$ cat config.mk
export PLATFORM = sky130hd
export DESIGN_NAME = tbjt_cell
export DESIGN_NICKNAME = d
export VERILOG_FILES = /design/src/design/tbjt_pkg.sv /design/src/design/tbjt_cell.sv
export SDC_FILE = /design/constraint.sdc
export NUM_CORES = 1
export LEC_CHECK = 0
export BUFFER_PORTS_ARGS = -buffer_cell sky130_fd_sc_hd__clkbuf_2
export CAP_MARGIN = 20
export CORE_MARGIN = 8
export CORE_UTILIZATION = 45
export DETAILED_ROUTE_END_ITERATION = 10
export GPL_TIMING_DRIVEN = 0
export PLACE_DENSITY = 0.77
export SYNTH_ARGS = -nofsm -noshare
export SYNTH_HDL_FRONTEND = slang
export SYNTH_SLANG_ARGS = --single-unit
$ cat constraint.sdc
create_clock -name clk_i -period 2.69 [get_ports clk_i]
set_clock_uncertainty 0.1 [all_clocks]
set_input_delay 0.807 -clock clk_i [delete_from_list [all_inputs] [get_ports clk_i]]
set_output_delay 0.807 -clock clk_i [all_outputs]
set_load 0.005 [all_outputs]
$ cat src/design/tbjt_pkg.sv
// ----------------------------------------------------------------------------
// tbjt_pkg
// Shared constants, codes and structures of the brute-force tour search unit.
// ----------------------------------------------------------------------------
package tbjt_pkg;

  localparam int NV = 16;
  localparam int VW = 4;
  localparam int ML = 8;
  localparam int IW = 3;
  localparam int LW = 4;
  localparam int WB = 16;
  localparam int CW = 20;
  localparam int AW = 2 * VW;

  typedef enum logic [1:0] {
    ACT_EDGE   = 2'd0,
    ACT_APPEND = 2'd1,
    ACT_CLEAR  = 2'd2,
    ACT_SOLVE  = 2'd3
  } action_e;

  typedef enum logic [1:0] {
    ST_OK      = 2'd0,
    ST_EMPTY   = 2'd1,
    ST_REFUSED = 2'd2
  } status_e;

  typedef enum logic [2:0] {
    S_IDLE,
    S_LOAD,
    S_COST,
    S_TAIL,
    S_CMP,
    S_FIND,
    S_SWAP,
    S_OUT
  } state_e;

  typedef struct packed {
    logic load;
    logic rotate;
    logic wrap;
    logic flip;
    logic take_left;
    logic take_right;
    logic keep_best;
    logic visit_wr;
    logic has_left;
    logic has_right;
  } cell_ctrl_t;

  typedef struct packed {
    logic [VW-1:0] left_val;
    logic          left_dir;
    logic [VW-1:0] right_val;
    logic          right_dir;
    logic [VW-1:0] ring_val;
    logic [VW-1:0] moved;
    logic [VW-1:0] visit_data;
  } cell_in_t;

endpackage

$ cat src/design/tbjt_cell.sv
// ----------------------------------------------------------------------------
// tbjt_cell
// One position of the visiting order: list entry, current entry, direction
// and best entry, with local mobility detection and neighbour exchange.
// ----------------------------------------------------------------------------
module tbjt_cell (
  input  logic                   clk_i,
  input  tbjt_pkg::cell_ctrl_t   ctrl_i,
  input  tbjt_pkg::cell_in_t     data_i,
  output logic [tbjt_pkg::VW-1:0] val_o,
  output logic                   dir_o,
  output logic [tbjt_pkg::VW-1:0] best_o,
  output logic [tbjt_pkg::VW-1:0] visit_o,
  output logic                   mobile_o
);

  logic [tbjt_pkg::VW-1:0] val_q, val_d;
  logic                    dir_q, dir_d;
  logic [tbjt_pkg::VW-1:0] best_q;
  logic [tbjt_pkg::VW-1:0] visit_q;

  always_comb begin
    val_d = val_q;
    dir_d = dir_q;
    if (ctrl_i.load) begin
      val_d = visit_q;
      dir_d = 1'b0;
    end else if (ctrl_i.rotate) begin
      val_d = ctrl_i.wrap ? data_i.ring_val : data_i.right_val;
    end else if (ctrl_i.flip) begin
      if (ctrl_i.take_right) begin
        val_d = data_i.right_val;
        dir_d = data_i.right_dir;
      end else if (ctrl_i.take_left) begin
        val_d = data_i.left_val;
        dir_d = data_i.left_dir;
      end
      dir_d = dir_d ^ (val_d > data_i.moved);
    end
  end

  always_ff @(posedge clk_i) begin
    val_q <= val_d;
    dir_q <= dir_d;
    if (ctrl_i.keep_best) begin
      best_q <= val_q;
    end
    if (ctrl_i.visit_wr) begin
      visit_q <= data_i.visit_data;
    end
  end

  assign val_o    = val_q;
  assign dir_o    = dir_q;
  assign best_o   = best_q;
  assign visit_o  = visit_q;
  assign mobile_o = dir_q ? (ctrl_i.has_right && (val_q > data_i.right_val))
                          : (ctrl_i.has_left && (val_q > data_i.left_val));

endmodule

==> results.sh <==
export IMPL_status="complete, but fails checks"
export IMPL_violations="setup timing"
export IMPL_final_nets=191
export IMPL_die_h_um=61.9
export IMPL_cp_slowest_cell="ha_4"
export IMPL_dp_slack_ns=-0.165
export IMPL_grt_pass1_vias=888
export IMPL_syn_area_per_cell_um2=9.76
export IMPL_drc_errors=0
export IMPL_min_path_type="reg -> reg"
export IMPL_seq_power_share_pct=46.7
export IMPL_via_count=888
export IMPL_finalCritPeriodShare_pct=101
export IMPL_p_per_area_nw_per_um2=433
export IMPL_clk_path_buf_depth=2
export IMPL_hold_violations=0
export IMPL_synth_cell_types=27
export IMPL_cap_violations=0
export IMPL_max_slew_margin_pct=76.3
export IMPL_io_pins=47
export IMPL_ys_async_sr_fraction_pct=0
export IMPL_final_common_cell="clkbuf_2"
export IMPL_cts_buffers=3
export IMPL_hold_slack_ns=0.449
export IMPL_ir_drop_uv=339
export IMPL_diodes=0
export IMPL_p_int_mw=0.400
export IMPL_rsz0062_at_grt="true"
export IMPL_worstSetupEndpointType="output pin"
export IMPL_crit_fanout=2
export IMPL_crit_buf_inv=3
export IMPL_timing_final_ws_setup_ns=-0.0268
export IMPL_core_area_um2=1980
export IMPL_clock_sinks=13
export IMPL_power_leakage_nw=0.628
export IMPL_syn_area_um2=947
export IMPL_ys_ff_latch=13
export IMPL_nFillCells=166
export IMPL_hpwl_mm=2.01
export IMPL_drt_pass1_iter_count=4
export IMPL_vias_per_cell=5.16
export IMPL_synth_cells=97
export IMPL_drt_iter0_drc=26
export IMPL_final_max_slew_viol_count=0
export IMPL_drt_wl_total_mm=2.42
export IMPL_power_clock_fraction_pct=20.4
export IMPL_seq_area_frac_synth_pct=40.2
export IMPL_fin_util_pct=65.5
export IMPL_drt_wirelength_per_cell_um=14.1
export IMPL_initial_core_util_pct=47.8
export IMPL_synth_edf_count=12
export IMPL_track_usage_pct=13.2
export IMPL_grt_max_degree=11
export IMPL_clock_fmax_mhz=368
export IMPL_grt_overflow=0
export IMPL_setup_viol=1
export IMPL_worst_setup_path_type="in -> out"
export IMPL_cts_root_buf="clkbuf_4"
export IMPL_ys_flop_type="edfxtp_1"
export IMPL_critical_path_top_delay_family="compound AO/OA/AOI/OAI gates"
export IMPL_path_clk_slew_ns=0.07
export IMPL_cts_htree_levels=1
export IMPL_critical_path_required_ns=1.78
export IMPL_hold_buffers=0
export IMPL_insertion_delay_ns=0.27
export IMPL_place_congestion=0.854
export IMPL_mostFrequentLayoutCells="clkbuf_2 (38), edfxtp_1 (12), nand2_1 (11), ha_1 (10), o21ai_0 (9)"
export IMPL_synth_warnings=0
export IMPL_rows=16
export IMPL_cts_tree="done"
export IMPL_p_sw_mw=0.163
export IMPL_syn_to_final_growth_pct=37.1
export IMPL_worst_pin_slew_ns=0.356
export IMPL_dieArea_um2=3830
export IMPL_grt_antenna_before_repair=0
export IMPL_startpoint_type="input port"
export IMPL_crit_path_max_incr_delay_ns=0.20
export IMPL_switching_share_pct=29.0
export IMPL_antenna_left=0
export IMPL_crit_chain="buf_6 > inv_6 > ha_4 > nor2b_4 > o21ai_1 > nand2b_1 > a21oi_2 > o22ai_1 > buf_2"
export IMPL_pwr_share_comb_pct=32.9
export IMPL_grt_pass1_wl_mm=3.75
export IMPL_cp_arrival_ns=1.81
export IMPL_fin_crit_ns=2.72
export IMPL_synthesis_nets=142
export IMPL_die_w_um=61.9
export IMPL_io_buffers=41
export IMPL_drive_gt1_share_pct=41.4
-- state kept, by name, indices dropped and copies added (netlist names) --
| signal | count |
|---|---|
| best_o | 4 |
| dir_o | 1 |
| val_o | 4 |
| visit_o | 4 |
-- final timing paths --
| check | endpoint | start | cells past startpoint | slack, ns |
|---|---|---|---|---|
| setup reg to reg | dir_o | val_o[1] | 9 | 0.44 |
| setup / recovery | mobile_o | data_i[14] | 9 | -0.03 |
| hold reg to reg | best_o[0] | val_o[0] | 0 | 0.45 |
| hold / removal | best_o[0] | val_o[0] | 0 | 0.45 |
-- kinds of logic (layout without fill, tap and decap cells) --
group / Yosys count / in the layout / share of synthesized area (%)
AOI/OAI and AO/OA: 24 / 24 / 15.3
muxes: 7 / 7 / 7.53
adders and majority gates: 12 / 12 / 15.9
DFF: 13 / 13 / 40.2
xor gates and xnor gates: 1 / 1 / 0.925
and+or+nand+nor: 25 / 25 / 13.3
buffers and inverters: 15 / 63 / 6.87
-- per-stage QoR --
step                cells  cell area [µm²]  setup TNS (ns)  power, mW
finish                172             1300         -0.0268      0.563
global route          172             1300          -0.113      0.602
CTS                   171             1250         -0.0345      0.554
detailed placement    165             1190          -0.165      0.424
global placement      165             1190          -0.130      0.416
floorplan              97              947               0      0.354
-- layout make-up --
| type | count | area (µm²) | area share, % |
|---|---|---|---|
| buffer | 5 | 27.5 | 2.12 |
| clock buffer | 4 | 26.3 | 2.02 |
| inverter | 10 | 45.0 | 3.47 |
| multi-input combinational | 69 | 542 | 41.7 |
| sequential | 13 | 380 | 29.3 |
| tap | 27 | 33.8 | 2.60 |
| timing repair buffer | 44 | 244 | 18.8 |
-- routing by layer --
metal / vias up / GRT usage, % / share of wire [%]
li1: 446 / - / -
met1: 396 / 13.1 / 39
met2: 39 / 24.2 / 50
met3: 7 / 4.94 / 9.7
met4: 0 / 5.19 / 1.9
met5: - / 0 / 0
-- power by group through the flow --
stage	sequential [mW]	clock, mW	combinational (mW)
floorplan	0.263	0	0.0906
global placement	0.265	0	0.151
detailed placement	0.265	0	0.159
CTS	0.263	0.121	0.170
global route	0.266	0.128	0.208
finish	0.263	0.115	0.185
-- cells in the mapped netlist, types with 2 or more instances --
cell / count / area, µm²
a21oi_1: 4 / 20.0
clkbuf_1: 2 / 7.51
edfxtp_1: 12 / 360
ha_1: 12 / 150
inv_1: 10 / 37.5
mux2i_1: 6 / 60.1
nand2_1: 11 / 41.3
nand2b_1: 2 / 12.5
nand4_1: 2 / 12.5
nor2_1: 2 / 7.51
nor2b_1: 4 / 25.0
o211ai_1: 4 / 30.0
o21ai_0: 11 / 55.1
o21ai_2: 2 / 17.5
-- timing repair --
item	4_1_cts	5_1_grt
gates cloned	0	0
setup endpoints to repair	1	1
resized for setup	6	11
setup buffers	2	1
pin swaps	6	6
endpoints found under the hold margin	0	0
Note: power is estimated with default switching activity, not from simulation.
